`config.mk`:
```
export PLATFORM = sky130hd
export DESIGN_NAME = ir_obstacle_steering
export DESIGN_NICKNAME = d
export VERILOG_FILES = /design/src/rtl/ios_pkg.sv /design/src/rtl/ios_front.sv /design/src/rtl/ios_queue.sv /design/src/rtl/ios_back.sv /design/src/rtl/ir_obstacle_steering.sv
export SDC_FILE = /design/constraint.sdc
export NUM_CORES = 1
export LEC_CHECK = 0
export ABC_AREA = 1
export BUFFER_PORTS_ARGS = -buffer_cell sky130_fd_sc_hd__buf_2
export CORE_MARGIN = 2
export CORE_UTILIZATION = 60
export CTS_CLUSTER_SIZE = 24
export DETAILED_ROUTE_END_ITERATION = 6
export PLACE_DENSITY = 0.84
export SYNTH_ARGS = -nofsm -noshare
export SYNTH_HDL_FRONTEND = slang
export SYNTH_SLANG_ARGS = --single-unit
```
`constraint.sdc`:
```
create_clock -name clock -period 8.65 [get_ports clock]
set_input_delay 1.2975 -clock clock [delete_from_list [all_inputs] [get_ports clock]]
set_output_delay 1.2975 -clock clock [all_outputs]
set_load 0.05 [all_outputs]
```
`src/rtl/ios_pkg.sv`:
```
`default_nettype none

package ios_pkg;

   localparam int unsigned SCORE_W = 7;
   localparam int unsigned SPEED_W = 10;
   localparam int unsigned TURN_W = 11;
   localparam int unsigned PROX_W = 12;
   localparam int unsigned STEP_W = 16;
   localparam int unsigned CLEAR_W = 7;
   localparam int unsigned LIMIT_W = 8;
   localparam int unsigned CSR_INDEX_W = 2;
   localparam int unsigned CSR_DATA_W = 10;
   localparam int unsigned SENSOR_COUNT = 8;

   localparam int unsigned QUEUE_DEPTH_DEFAULT = 2;

   localparam logic [CSR_INDEX_W-1:0] CSR_CRUISE_SPEED = 2'd0;
   localparam logic [CSR_INDEX_W-1:0] CSR_CAUTION_SPEED = 2'd1;
   localparam logic [CSR_INDEX_W-1:0] CSR_CLEAR_LEVEL = 2'd2;
   localparam logic [CSR_INDEX_W-1:0] CSR_STARTUP_STEP_LIMIT = 2'd3;

   localparam logic [SPEED_W-1:0] CRUISE_SPEED_RESET = 10'd1000;
   localparam logic [SPEED_W-1:0] CAUTION_SPEED_RESET = 10'd800;
   localparam logic [CLEAR_W-1:0] CLEAR_LEVEL_RESET = 7'd90;
   localparam logic [LIMIT_W-1:0] STARTUP_STEP_LIMIT_RESET = 8'd10;

   localparam logic [SPEED_W-1:0] SIDE_SPEED = 10'd350;
   localparam logic [SPEED_W-1:0] STARTUP_SPEED_BASE = 10'd100;
   localparam logic signed [TURN_W-1:0] TURN_LEFT_FULL = 11'sd1000;
   localparam logic signed [TURN_W-1:0] TURN_RIGHT_FULL = -11'sd1000;

   typedef logic [SCORE_W-1:0] score_type;

   typedef struct packed {
      logic [SPEED_W-1:0] cruise_speed;
      logic [SPEED_W-1:0] caution_speed;
      logic [CLEAR_W-1:0] clear_level;
      logic [LIMIT_W-1:0] startup_step_limit;
   } cfg_type;

   typedef struct packed {
      logic front_clear;
      logic front_turn_right;
      logic any_near;
      logic side_hit;
      logic [SCORE_W-1:0] side_turn;
      logic surrounded;
      logic steps_below;
      logic [LIMIT_W-1:0] steps;
   } item_type;

endpackage

`default_nettype wire

```
`src/rtl/ios_front.sv`:
```
`default_nettype none

module ios_front (
   input  wire logic                          clock,
   input  wire logic                          reset,
   input  wire ios_pkg::cfg_type              cfg,
   input  wire logic                          req_push,
   output logic                               req_full,
   input  wire logic [ios_pkg::PROX_W-1:0]    prox [ios_pkg::SENSOR_COUNT],
   input  wire logic signed [ios_pkg::STEP_W-1:0] steps_left,
   input  wire logic signed [ios_pkg::STEP_W-1:0] steps_right,
   output logic                               item_push,
   input  wire logic                          item_full,
   output ios_pkg::item_type                  item
);
   import ios_pkg::*;

   localparam logic [PROX_W-1:0] RAW_CLIP = 12'd3000;
   localparam logic [PROX_W-1:0] RECIP_30 = 12'd2185;
   localparam score_type SCORE_FULL = 7'd100;
   localparam score_type SCORE_GAP = 7'd80;

   logic      a_valid_ff, a_valid_in;
   score_type a_score_ff [SENSOR_COUNT];
   score_type a_score_in [SENSOR_COUNT];
   logic [LIMIT_W-1:0] a_steps_ff, a_steps_in;
   logic      a_below_ff, a_below_in;
   logic      a_load;

   logic signed [STEP_W:0] step_sum;
   logic [STEP_W:0] step_abs;
   score_type g [SENSOR_COUNT];
   score_type front_min, side_min;
   logic [SCORE_W:0] left_sum, right_sum;
   logic [SPEED_W-1:0] ring_sum;

   assign req_full = a_valid_ff & item_full;
   assign a_load = req_push & ~req_full;
   assign item_push = a_valid_ff & ~item_full;

   always_comb begin
      logic [PROX_W-1:0] clip;
      logic [2*PROX_W-1:0] prod;
      for (int i = 0; i < SENSOR_COUNT; i++) begin
         clip = (prox[i] > RAW_CLIP) ? RAW_CLIP : prox[i];
         prod = clip * RECIP_30;
         a_score_in[i] = SCORE_FULL - prod[22:16];
      end
      step_sum = (STEP_W+1)'(steps_left) + (STEP_W+1)'(steps_right);
      step_abs = step_sum[STEP_W] ? (STEP_W+1)'(-step_sum) : (STEP_W+1)'(step_sum);
      a_below_in = step_abs < (STEP_W+1)'(cfg.startup_step_limit);
      a_steps_in = step_abs[LIMIT_W-1:0];
      a_valid_in = a_load | (a_valid_ff & item_full);
   end

   always_ff @(posedge clock) begin
      if (reset) begin
         a_valid_ff <= 1'b0;
      end else begin
         a_valid_ff <= a_valid_in;
      end
      if (a_load) begin
         a_score_ff <= a_score_in;
         a_steps_ff <= a_steps_in;
         a_below_ff <= a_below_in;
      end
   end

   // gap fill runs once around the ring, each step seeing earlier writes
   always_comb begin
      g = a_score_ff;
      for (int i = 0; i < SENSOR_COUNT; i++) begin
         if (g[i] < SCORE_GAP && g[3'(i + 2)] < SCORE_GAP && g[3'(i + 3)] < SCORE_GAP) begin
            g[3'(i + 1)] = SCORE_GAP;
            if (g[3'(i + 3)] < g[3'(i + 2)]) begin
               g[3'(i + 2)] = SCORE_GAP;
            end
         end
      end
   end

   always_comb begin
      score_type m12, m56;
      m12 = (g[1] < g[2]) ? g[1] : g[2];
      m56 = (g[5] < g[6]) ? g[5] : g[6];
      side_min = (m12 < m56) ? m12 : m56;
      front_min = (g[0] < g[7]) ? g[0] : g[7];
      left_sum = (SCORE_W+1)'(g[6] >> 1) + (SCORE_W+1)'(g[5]);
      right_sum = (SCORE_W+1)'(g[1] >> 1) + (SCORE_W+1)'(g[2]);
      ring_sum = SPEED_W'(g[0]) + SPEED_W'(g[1]) + SPEED_W'(g[2])
               + SPEED_W'(g[5]) + SPEED_W'(g[6]) + SPEED_W'(g[7]);

      item.front_clear = front_min > cfg.clear_level;
      item.front_turn_right = g[0] > g[7];
      item.any_near = 1'b0;
      for (int i = 0; i < SENSOR_COUNT; i++) begin
         if (g[i] < SCORE_FULL) begin
            item.any_near = 1'b1;
         end
      end
      item.side_hit = side_min <= cfg.clear_level;
      item.side_turn = (left_sum < right_sum) ? (SCORE_FULL - g[6]) : (SCORE_FULL - g[1]);
      item.surrounded = ring_sum < SPEED_W'(SCORE_FULL);
      item.steps_below = a_below_ff;
      item.steps = a_steps_ff;
   end

endmodule

`default_nettype wire

```
`src/rtl/ios_queue.sv`:
```
`default_nettype none

module ios_queue #(
   parameter int unsigned DEPTH = ios_pkg::QUEUE_DEPTH_DEFAULT
) (
   input  wire logic              clock,
   input  wire logic              reset,
   input  wire logic              wr_en,
   input  wire ios_pkg::item_type wr_data,
   output logic                   full,
   input  wire logic              rd_en,
   output ios_pkg::item_type      rd_data,
   output logic                   empty
);
   import ios_pkg::*;

   localparam int unsigned PW = (DEPTH > 1) ? $clog2(DEPTH) : 1;
   localparam int unsigned CW = $clog2(DEPTH + 1);

   item_type entry_ff [DEPTH];
   logic [PW-1:0] wr_ptr_ff, wr_ptr_in;
   logic [PW-1:0] rd_ptr_ff, rd_ptr_in;
   logic [CW-1:0] count_ff, count_in;

   assign full = count_ff == CW'(DEPTH);
   assign empty = count_ff == '0;
   assign rd_data = entry_ff[rd_ptr_ff];

   always_comb begin
      wr_ptr_in = wr_ptr_ff;
      rd_ptr_in = rd_ptr_ff;
      count_in = count_ff;
      if (wr_en) begin
         wr_ptr_in = (wr_ptr_ff == PW'(DEPTH - 1)) ? '0 : wr_ptr_ff + 1'b1;
      end
      if (rd_en) begin
         rd_ptr_in = (rd_ptr_ff == PW'(DEPTH - 1)) ? '0 : rd_ptr_ff + 1'b1;
      end
      if (wr_en && !rd_en) begin
         count_in = count_ff + 1'b1;
      end else if (rd_en && !wr_en) begin
         count_in = count_ff - 1'b1;
      end
   end

   always_ff @(posedge clock) begin
      if (reset) begin
         wr_ptr_ff <= '0;
         rd_ptr_ff <= '0;
         count_ff <= '0;
      end else begin
         wr_ptr_ff <= wr_ptr_in;
         rd_ptr_ff <= rd_ptr_in;
         count_ff <= count_in;
      end
      if (wr_en) begin
         entry_ff[wr_ptr_ff] <= wr_data;
      end
   end

`ifndef SYNTH
   assert property (@(posedge clock) disable iff (reset) count_ff <= CW'(DEPTH))
      else $error("queue count overflow");
   assert property (@(posedge clock) disable iff (reset) !(wr_en && full))
      else $error("queue written while full");
   assert property (@(posedge clock) disable iff (reset) !(rd_en && empty))
      else $error("queue read while empty");
`endif

endmodule

`default_nettype wire

```
`src/rtl/ios_back.sv`:
```
`default_nettype none

module ios_back (
   input  wire logic                              clock,
   input  wire logic                              reset,
   input  wire ios_pkg::cfg_type                  cfg,
   input  wire ios_pkg::item_type                 item,
   input  wire logic                              item_empty,
   output logic                                   item_pop,
   output logic                                   rsp_empty,
   input  wire logic                              rsp_pop,
   output logic [ios_pkg::SPEED_W-1:0]            rsp_motor_speed,
   output logic signed [ios_pkg::TURN_W-1:0]      rsp_turn_rate,
   output logic                                   rsp_caution_lamp,
   output logic                                   rsp_front_clear_lamp
);
   import ios_pkg::*;

   logic out_valid_ff, out_valid_in;
   logic [SPEED_W-1:0] out_speed_ff, out_speed_in;
   logic signed [TURN_W-1:0] out_turn_ff, out_turn_in;
   logic out_caution_ff, out_caution_in;
   logic out_clear_ff, out_clear_in;
   logic [SPEED_W-1:0] prev_speed_ff, prev_speed_in;
   logic startup_done_ff, startup_done_in;

   assign item_pop = ~item_empty & (~out_valid_ff | rsp_pop);

   always_comb begin
      logic [SPEED_W-1:0] limit;
      out_caution_in = prev_speed_ff >= cfg.caution_speed;
      out_clear_in = item.front_clear;
      out_speed_in = cfg.cruise_speed;
      out_turn_in = '0;
      startup_done_in = startup_done_ff;
      if (out_caution_in && item.any_near && cfg.caution_speed < out_speed_in) begin
         out_speed_in = cfg.caution_speed;
      end
      if (!item.front_clear) begin
         out_speed_in = '0;
         out_turn_in = item.front_turn_right ? TURN_RIGHT_FULL : TURN_LEFT_FULL;
      end
      if (out_speed_in != '0 && item.side_hit) begin
         out_turn_in = TURN_W'(item.side_turn);
         out_speed_in = SIDE_SPEED;
      end
      if (item.surrounded) begin
         out_speed_in = '0;
         out_turn_in = TURN_RIGHT_FULL;
      end
      limit = SPEED_W'(item.steps) + STARTUP_SPEED_BASE;
      if (!startup_done_ff) begin
         if (item.steps_below) begin
            if (limit < out_speed_in) begin
               out_speed_in = limit;
            end
         end else begin
            startup_done_in = 1'b1;
         end
      end
      prev_speed_in = out_speed_in;
      out_valid_in = item_pop | (out_valid_ff & ~rsp_pop);
   end

   always_ff @(posedge clock) begin
      if (reset) begin
         out_valid_ff <= 1'b0;
         prev_speed_ff <= '0;
         startup_done_ff <= 1'b0;
      end else begin
         out_valid_ff <= out_valid_in;
         if (item_pop) begin
            prev_speed_ff <= prev_speed_in;
            startup_done_ff <= startup_done_in;
         end
      end
      if (item_pop) begin
         out_speed_ff <= out_speed_in;
         out_turn_ff <= out_turn_in;
         out_caution_ff <= out_caution_in;
         out_clear_ff <= out_clear_in;
      end
   end

   assign rsp_empty = ~out_valid_ff;
   assign rsp_motor_speed = out_speed_ff;
   assign rsp_turn_rate = out_turn_ff;
   assign rsp_caution_lamp = out_caution_ff;
   assign rsp_front_clear_lamp = out_clear_ff;

`ifndef SYNTH
   assert property (@(posedge clock) disable iff (reset) startup_done_ff |=> startup_done_ff)
      else $error("startup flag cleared after being set");
   assert property (@(posedge clock) disable iff (reset)
      (out_valid_ff && !out_clear_ff) |-> out_speed_ff == '0)
      else $error("moving forward with front blocked");
   assert property (@(posedge clock) disable iff (reset)
      out_valid_ff |-> (out_turn_ff <= TURN_LEFT_FULL && out_turn_ff >= TURN_RIGHT_FULL))
      else $error("turn out of range");
   assert property (@(posedge clock) disable iff (reset)
      item_pop |=> prev_speed_ff == out_speed_ff)
      else $error("previous speed not tracking last result");
`endif

endmodule

`default_nettype wire

```
`src/rtl/ir_obstacle_steering.sv`:
```
// Obstacle steering controller, one control tick per transfer.
// Request channel: drive the eight proximity readings and two wheel step
// counts with req_push; a transfer happens on a clock edge with req_push high
// and req_full low. Response channel: while rsp_empty is low the oldest
// result sits on the rsp_ ports; it transfers on an edge with rsp_pop high.
// Path: the score register in the front end, one queue slot, then the output
// register in the back end. Throughput: one tick per cycle while rsp_pop keeps
// the output drained; the back end applies the speed rules, which depend on
// the previous tick's speed, combinationally as it pops each tick.
// Stalls: a short queue decouples the score/classify front end from the rule
// back end; if rsp_pop stays low the output register, the queue and then the
// front register fill, and req_full rises. Nothing is dropped.
// Configuration: csr_we writes csr_wdata to the register csr_index selects
// (0 cruise speed, 1 caution speed, 2 clear level, 3 startup step limit).
// Write only while no tick is in flight.
// Reset (synchronous, active high) empties the pipeline, restores register
// defaults, and clears previous speed and the startup-done flag.
`default_nettype none

module ir_obstacle_steering #(
   parameter int unsigned QUEUE_DEPTH = ios_pkg::QUEUE_DEPTH_DEFAULT
) (
   input  wire logic                                  clock,
   input  wire logic                                  reset,
   input  wire logic                                  req_push,
   output logic                                       req_full,
   input  wire logic [ios_pkg::PROX_W-1:0]            req_prox_front_right,
   input  wire logic [ios_pkg::PROX_W-1:0]            req_prox_right_front,
   input  wire logic [ios_pkg::PROX_W-1:0]            req_prox_right,
   input  wire logic [ios_pkg::PROX_W-1:0]            req_prox_back_right,
   input  wire logic [ios_pkg::PROX_W-1:0]            req_prox_back_left,
   input  wire logic [ios_pkg::PROX_W-1:0]            req_prox_left,
   input  wire logic [ios_pkg::PROX_W-1:0]            req_prox_left_front,
   input  wire logic [ios_pkg::PROX_W-1:0]            req_prox_front_left,
   input  wire logic signed [ios_pkg::STEP_W-1:0]     req_steps_left,
   input  wire logic signed [ios_pkg::STEP_W-1:0]     req_steps_right,
   output logic                                       rsp_empty,
   input  wire logic                                  rsp_pop,
   output logic [ios_pkg::SPEED_W-1:0]                rsp_motor_speed,
   output logic signed [ios_pkg::TURN_W-1:0]          rsp_turn_rate,
   output logic                                       rsp_caution_lamp,
   output logic                                       rsp_front_clear_lamp,
   input  wire logic                                  csr_we,
   input  wire logic [ios_pkg::CSR_INDEX_W-1:0]       csr_index,
   input  wire logic [ios_pkg::CSR_DATA_W-1:0]        csr_wdata
);
   import ios_pkg::*;

   cfg_type cfg_ff, cfg_in;
   logic [PROX_W-1:0] prox [SENSOR_COUNT];
   item_type front_item, queue_item;
   logic item_push, item_full, item_pop, item_empty;

   assign prox[0] = req_prox_front_right;
   assign prox[1] = req_prox_right_front;
   assign prox[2] = req_prox_right;
   assign prox[3] = req_prox_back_right;
   assign prox[4] = req_prox_back_left;
   assign prox[5] = req_prox_left;
   assign prox[6] = req_prox_left_front;
   assign prox[7] = req_prox_front_left;

   always_comb begin
      cfg_in = cfg_ff;
      if (csr_we) begin
         unique case (csr_index)
            CSR_CRUISE_SPEED: cfg_in.cruise_speed = csr_wdata;
            CSR_CAUTION_SPEED: cfg_in.caution_speed = csr_wdata;
            CSR_CLEAR_LEVEL: cfg_in.clear_level = csr_wdata[CLEAR_W-1:0];
            CSR_STARTUP_STEP_LIMIT: cfg_in.startup_step_limit = csr_wdata[LIMIT_W-1:0];
            default: cfg_in = cfg_ff;
         endcase
      end
   end

   always_ff @(posedge clock) begin
      if (reset) begin
         cfg_ff.cruise_speed <= CRUISE_SPEED_RESET;
         cfg_ff.caution_speed <= CAUTION_SPEED_RESET;
         cfg_ff.clear_level <= CLEAR_LEVEL_RESET;
         cfg_ff.startup_step_limit <= STARTUP_STEP_LIMIT_RESET;
      end else begin
         cfg_ff <= cfg_in;
      end
   end

   ios_front u_front (
      .clock       (clock),
      .reset       (reset),
      .cfg         (cfg_ff),
      .req_push    (req_push),
      .req_full    (req_full),
      .prox        (prox),
      .steps_left  (req_steps_left),
      .steps_right (req_steps_right),
      .item_push   (item_push),
      .item_full   (item_full),
      .item        (front_item)
   );

   ios_queue #(
      .DEPTH (QUEUE_DEPTH)
   ) u_queue (
      .clock   (clock),
      .reset   (reset),
      .wr_en   (item_push),
      .wr_data (front_item),
      .full    (item_full),
      .rd_en   (item_pop),
      .rd_data (queue_item),
      .empty   (item_empty)
   );

   ios_back u_back (
      .clock                (clock),
      .reset                (reset),
      .cfg                  (cfg_ff),
      .item                 (queue_item),
      .item_empty           (item_empty),
      .item_pop             (item_pop),
      .rsp_empty            (rsp_empty),
      .rsp_pop              (rsp_pop),
      .rsp_motor_speed      (rsp_motor_speed),
      .rsp_turn_rate        (rsp_turn_rate),
      .rsp_caution_lamp     (rsp_caution_lamp),
      .rsp_front_clear_lamp (rsp_front_clear_lamp)
   );

endmodule

`default_nettype wire
```
* Word-level counts from Yosys, hierarchy flattened *
Memories as Yosys holds them, arrays and structs flattened. A register that Yosys moved wholly into a read port is not among the register bits.
Index checks and enable logic that the tools add are counted.

storage, ports and cells
  bits in writable memories = 42
  output and inout port bits = 25
  bits of input ports = 145
  memories = 1
  logic and storage cells = 185
  register bits after elaboration = 140

operators by class
  mux-type cells = 48
  add/subtract/negate cells = 24
  order comparisons = 39
  equal/unequal tests = 4
  bitwise operators = 13
  multiply operators = 8
  reduce and logical (&&, ||, !) cells = 22

memories
  memory            depth  width  read ports  clocked after Yosys merged registers in  wr ports  line             RTL
  u_queue.entry_ff  2      21     1           1                                        1         ios_queue.sv:20  item_type entry_ff [DEPTH];

operator list
  operator                  number
  $mul A12 B12 Y23 const B  8
  $lt A7 B7 Y1 const B      15
  $gt A12 B12 Y1 const B    8
  $mux W12                  8
  $mux W10                  7
  $sub A7 B7 Y7 const A     10
  $mux W7                   9
  $lt A7 B7 Y1              7
  $add A10 B7 Y10           4
  $mux W11                  3
  $mux W14                  2
  $lt A10 B10 Y1            2
  $add A16 B16 Y17          1
  $lt A17 B8 Y1             1
  $mux W17                  1
  $neg A17 Y17              1
  $add A6 B7 Y8             2
  $mux W1                   16
  $gt A7 B7 Y1              2
  $logic_and A1 B1 Y1       11
  $ge A10 B10 Y1            1
  $lt A10 B7 Y1 const B     1
  $reduce_bool A10 Y1       1
  $add A8 B7 Y9 const B     1
  17 further kinds          36

* Logic depth before layout (Yosys ltp) *
Gate-level depths: netlist of the first run.

  depth after elaboration = 17
  mapped depth = 44
  depth with buffers taken out = 42

* Cells and area by module *
A second synthesis of the first run with hierarchy kept.

second synthesis, totals
  cells, all modules = 3721
  area, all modules = 27450.1 um2

modules (own cells, without submodules)
  module                cells an instance  area an instance (um2)  instances  seq. area each (um2)
  ios_front             3062               21607.0                 1          1911.8
  ios_back              360                2617.5                  1          870.8
  ios_queue             98                 1821.7                  1          1361.3
  ir_obstacle_steering  201                1403.8                  1          700.7

* Least setup slack after synthesis of the first run *
OpenSTA, ideal clock, no wires.

  path kind = reg-to-reg
  start point = reg u_front.a_score_ff[40] in the netlist's numbering
  end point = mem u_queue.entry_ff[0][9] in the netlist's numbering, data pin
  library setup time = 270 ps
  data required time = 8380 ps
  arrival = 6073 ps
  path slack = 2307 ps
  buffers on the path = 1
  stages on the path, launching flop included = 39
  period minus slack after synthesis = 6343 ps
  cell sequence = edfxtp_1 -> inv_1 -> ha_1 -> nand2_1 -> inv_1 -> a21oi_1 -> nand3_2 -> buf_6 -> nand2_1 -> inv_1 -> ha_1 -> nand2_1 -> inv_2 -> nand2_1 -> nand2_1 -> nand2_2 -> nand2_4 -> inv_2 -> (+3 left out) -> fa_1 -> o21ai_0 -> xor2_1 -> fa_1 -> inv_1 -> fa_1 -> inv_1 -> fa_1 -> inv_1 -> ha_1 -> nand2_1 -> nor2_1 -> a211oi_1 -> nor2_1 -> o21ai_0 -> o21ai_0 -> o211ai_1 -> nor2_1

RTL lines
  what                    line             RTL
  from (decl)             ios_front.sv:24  score_type a_score_ff [SENSOR_COUNT];
  from (signal assigned)  ios_front.sv:63  a_score_ff <= a_score_in;
  to (decl)               ios_queue.sv:20

==> results of run 1 <==
==> power by group through the flow <==
stage	Sequential, mW	Clock [mW]	Combinational, mW
floorplan	1.75	0	6.58
global placement	1.64	0	8.24
detailed placement	1.65	0	8.51
CTS	1.64	0.793	8.66
global route	1.66	0.826	10.1
finish	1.64	0.785	8.70
==> sequential cells by signal (all words and copies together) (netlist names), 2 cells and up, named ones only <==
signal,flops
u_queue.count_ff,2
u_queue.entry_ff,42
u_back.rsp_motor_speed,10
u_front.a_steps_ff,8
cfg_ff,35
u_back.rsp_turn_rate,9
u_back.prev_speed_ff,10
u_front.a_score_ff,54
==> routing by layer <==
metal	share of wire (%)	global-route usage, %
met5	0	0
met1	45	33.6
met3	4.5	2.72
met4	2.1	6.10
met2	48	45.9
==> path summary, 6_finish.rpt <==
check                                             from                      to  cells past startpoint
worst max-delay path            u_front.a_score_ff[40]  u_queue.entry_ff[0][9]                     37
worst min-delay path             u_front.a_steps_ff[1]  u_queue.entry_ff[1][1]                      0
worst max register to register  u_front.a_score_ff[40]  u_queue.entry_ff[0][9]                     37
worst min register to register   u_front.a_steps_ff[1]  u_queue.entry_ff[1][1]                      0
==> cell families after synthesis <==
family / share of synthesized area (%)
xor gates and xnor gates: 3.62
DFF: 18.9
adders and majority gates: 36.9
muxes: 0.156
buffers and inverters: 9.19
AOI/OAI and AO/OA: 11.5
and+or+nand+nor: 19.8
==> worst reg2reg max path: cells and delay by family, from the launching register on <==
family	cells	cell delay, ps
buffers and inverters	9	610
xor gates and xnor gates	1	130
DFF	1	490
adders and majority gates	8	2990
and+or+nand+nor	13	1550
AOI/OAI and AO/OA	6	1160
==> per-stage QoR <==
step,setup WS [ps],std cells,cell area (µm²),power (mW),utilization (%)
2_1_floorplan,2310,3295,25600,8.33,-
3_3_place_gp,1720,3978,27100,9.88,64.4
3_5_place_dp,1550,3978,27100,10.2,64.4
4_1_cts,1490,4010,27700,11.1,65.8
5_1_grt,896,4010,27700,12.5,65.8
6_report,1450,4010,27700,11.1,65.8
==> cell usage in the layout (no fill, tap or decap), drive strengths merged, types with 4 or more instances in the layout <==
cell,count
nand2,635
ha,631
inv,595
a21oi,268
nor2,215
buf,176
o21ai,151
nand3,150
edfxtp,126
fa,78
xor2,69
dfxtp,53
or2,43
nand4,42
xnor2,37
nor3,35
o211ai,26
nand3b,17
clkbuf,17
a211oi,13
o21bai,12
o21a,9
a21o,9
a31oi,7
and3,6
clkinv,6
a21boi,5
mux2i,4
o2111ai,4
and2,4
nor4,4
==> area by class of cell <==
type / instances / area [µm²]
Multi-Input combinational cell: 2497 / 18400
Timing Repair Buffer: 176 / 898
Clock inverter: 15 / 178
Tap cell: 539 / 674
Fill cell: 3565 / 14400
Sequential cell: 179 / 4840
Inverter: 587 / 2200
Clock buffer: 17 / 425
==> metrics, run 1 <==
EDFF count, synth 126; CTS clk-pin slew, worst paths 80 ps; CTS tree done; root buffer selected by CTS clkbuf_16; FFs w/ async S/R, synth 0%; GRT Overall Usage 25.8%; Yosys top cell area share 30.8%; Max Root-Sink Buffers 2; most frequent cell after synthesis ha_1; sw frac 53.8%; Post-DP HPWL roughly 48000 µm; CP bufs+invs 9; Final min period 7200 ps; failing checks DRC; type of the most critical hold path reg2reg; maxcap violations 0; sequential area share after synthesis 18.9%; number of buffers created by CTS 17; RD Place Congestion ~1; vias in the first global route 21000; post-route ant nets 0; Slew Limit Fails 0; CP max stage delay 500 ps; Final TNS setup 0 ps; Post-CTS Setup Bufs 0; synth cell count leaders ha_1, nand2_1, inv_1, a21oi_1, nor2_1; Chip Height 211 µm; slew at the pin closest to its max-slew limit 1110 ps; H-tree Lvls 4; Pleak 15.3 nW; TritonRoute pass-1 iters 7; Final setup viols 0; Worst path slowest cell fa_1; final hold violations 0; max frequency 139 MHz; Die X-Extent 211 µm; Iteration-0 DRC Markers 1265; Clock power frac slightly above 7%; Synth warnings 0; cell count after synthesis approximately 3300; Gate power share 78.2%; ranking of synthesized cells by area ha_1, edfxtp_1, nand2_1; biggest area consumer among synthesized cells ha_1; first-pass GRT wire length 95600 µm; Ports 170; Crit. End Element register; pwr dens 402 nW/µm²; period utilization 83.3%; crit start category register; Int Pwr 5.14 mW; Reg power frac 14.8%; GRT Residual Overflow 0; CP dominant cell by count inv_1; Crit Path Class reg2reg; Worst Path Required 8830 ps; initial antenna violation count 0; prevailing post-synth register cell edfxtp_1; largest net degree at the start of global routing 64; Hold Slack 445 ps; arrival time at the worst endpoint 7380 ps; CORE AREA between 40000 and 50000 µm²; vias post-DR 22100; CP Max Fanout 11; DR DRC count 13; FF+latch count, synth 179; fraction of layout instances using a drive strength above 1 8.93%; clock latency on the worst-skew pair 440 ps; die area 44400 µm²; row cnt 75; drt wl/cell 14.0 µm; area delta synth->final 7.91%; WL final 56000 µm; clock sink total 179; initial cell density of the core about 61%; IO buf count 169; Final nets 4312; RSZ-0062 raised after global routing no; post-CTS sizing 0; reg-to-reg slack, setup 1450 ps; Post-CTS Hold Buffers 0; Synth Net Count 4149; count of cell types in the netlist 60; via/cell ratio 5.51; diode count 0; Peak VDD IR around 0.78 mV; Slew HR 25.9%; Sw Pwr roughly 6.0 mW; clk_skew 12.6 ps; Mapped Area 25600 µm²; status complete, but fails checks; delay-heaviest family, CP adder cells; average cell area after synthesis 7.78 µm²
Note: power is estimated with default switching activity, not from simulation.
==> inputs of run 2 (changes only) <==
==> constraint.sdc (replaced) <==
create_clock -name clock -period 7 [get_ports clock]
set_input_delay 1.05 -clock clock [delete_from_list [all_inputs] [get_ports clock]]
set_output_delay 1.05 -clock clock [all_outputs]
set_load 0.05 [all_outputs]
==> run 2 against run 1 <==
The flow now finishes without violations. Die area unchanged. Register-to-register slack worse by 1100 ps. Sequential share of layout area shrank 0.077 points. Largest cell class unchanged.
==> metrics, run 2 (same netlist as run 1, synthesis figures left out) <==
Worst path slowest cell fa_1; vias in the first global route 21400 (+1.8%); Largest regs u_front.a_score_ff x54, u_queue.entry_ff x42, cfg_ff x35; Final min period 6620 ps (-580 ps); TritonRoute pass-1 iters 6 (-1); drt wl/cell 14.1 µm (+0.90%); Post-CTS Hold Buffers 0 (unchanged); post-route ant nets 0 (unchanged); Slew Limit Fails 0 (unchanged); first-pass GRT wire length 96100 µm (+0.51%); Chip Height 211 µm (unchanged); Max Root-Sink Buffers 2 (unchanged); vias post-DR 22200 (+0.30%); CP max stage delay 570 ps (+70 ps); die area 44400 µm² (unchanged); GRT Overall Usage 25.9% (+0.086 points); max FFs per register 54 (unchanged); # fillers 3522 (-1.2%); initial cell density of the core 61.0% (unchanged); root buffer selected by CTS clkbuf_16; Final setup viols 0 (unchanged); CP startpoint u_front.a_score_ff[40]; maxcap violations 0 (unchanged); DR DRC count 0 (-13); arrival time at the worst endpoint 6810 ps (-570 ps); type of the most critical hold path reg2reg; FF-to-FF Start u_front.a_score_ff[40]; Worst Path Required 7180 ps (-1650 ps); clock sink total 179 (unchanged); most frequent cells in the layout ha_1, nand2_1, inv_1; WL final 56600 µm (+1.2%); Post-DP HPWL 48200 µm (+0.84%); initial antenna violation count 0 (unchanged); CP Max Fanout 11 (unchanged); Iteration-0 DRC Markers 1271 (+0.47%); clock latency on the worst-skew pair 450 ps (about the same); Crit. End Element register; Final nets 4322 (+0.23%); RD Place Congestion 0.962 (-3.1%); CORE AREA 42000 µm² (unchanged); Die X-Extent 211 µm (unchanged); area delta synth->final 8.39%; IO buf count 169 (unchanged); Ports 170 (unchanged); Setup WS pre-CTS 79.0 ps (-1470 ps); hold_sp u_front.a_steps_ff[2]; largest net degree at the start of global routing 64 (unchanged); crit start category register; status finished, final reports clean; via/cell ratio 5.51 (about the same); period utilization 94.6% (+11 points); CP dominant cell by count inv_1; most common cell after layout, fill and taps aside ha_1; Setup WS post-layout 378 ps (-1070 ps); slew at the pin closest to its max-slew limit 1120 ps (+7.48 ps); clk_skew 21.0 ps (+8.34 ps); row cnt 75 (unchanged); GRT Residual Overflow 0 (unchanged); Crit Path Class reg2reg; final hold violations 0 (unchanged); most flop-heavy register u_front.a_score_ff; fraction of layout instances using a drive strength above 1 9.34% (+0.41 points); diode count 0 (unchanged); number of buffers created by CTS 17 (unchanged); CTS tree done; Slew HR 25.4% (-0.50 points); H-tree Lvls 4 (unchanged); CTS clk-pin slew, worst paths 80 ps (about the same); max frequency 151 MHz (+8.8%)
-- run 2: cell types whose count changed in the layout (fill, tap and decap cells not counted), sizes merged --
cell,change
buf,+10
clkinv,+2
clkinvlp,-1
inv,-1
-- run 2: worst paths after layout --
kind | end | slack, ps | cells past startpoint
worst min register to register | u_queue.entry_ff[0][2] | 450 | 0
worst max register to register | u_queue.entry_ff[1][9] | 380 | 35
worst min-delay path | u_queue.entry_ff[0][2] | 450 | 0
worst max-delay path | u_queue.entry_ff[1][9] | 380 | 35
-- run 2: repair_timing --
item	4_1_cts	5_1_grt
endpoints found under the setup margin	0	2
setup buffers	0	4
resized for setup	0	12
-- run 2: metal layers --
| metal | GRT usage [%] | up-vias | routed length (µm) |
|---|---|---|---|
| li1 | - | 11400 | - |
| met1 | 33.6 | 10100 | 25200 |
| met2 | 45.8 | 550 | 27200 |
| met3 | 2.44 | 107 | 2670 |
| met4 | 7.48 | 0 | 1430 |
| met5 | 0 | - | 0 |
-- run 2: area by class of cell --
class	count	area, µm²	area share, %
Sequential cell	179	4840	17.4
Multi-Input combinational cell	2497	18500	66.5
Clock buffer	17	425	1.53
Inverter	587	2200	7.93
Clock inverter	15	179	0.644
Tap cell	539	674	2.43
Timing Repair Buffer	186	973	3.50
-- run 2: critical path: cells and delay by family, from the launching register on --
kind	cells	cell delay, ps
AO/OA/AOI/OAI	7	1320
XOR/XNOR	1	210
adder cells (fa/ha/maj)	7	2480
buffers and inverters	9	750
flip-flops	1	410
AND/OR/NAND/NOR	11	1220
-- run 2: stage by stage --
step           hold WS (ps)  instances  utilization [%]  area, µm²  setup TNS (ps)
2_1_floorplan           421       3295                -      25600               0
5_1_grt                 453       4020             66.1      27800           -56.3
6_report                448       4020             66.1      27800               0
3_5_place_dp            430       3984             64.5      27100               0
4_1_cts                 445       4016             65.9      27700               0
3_3_place_gp            423       3984             64.5      27100               0
Power of run 2 is not shown: default switching activity piles up to over one toggle a cycle in this logic, so the estimate is an artifact.
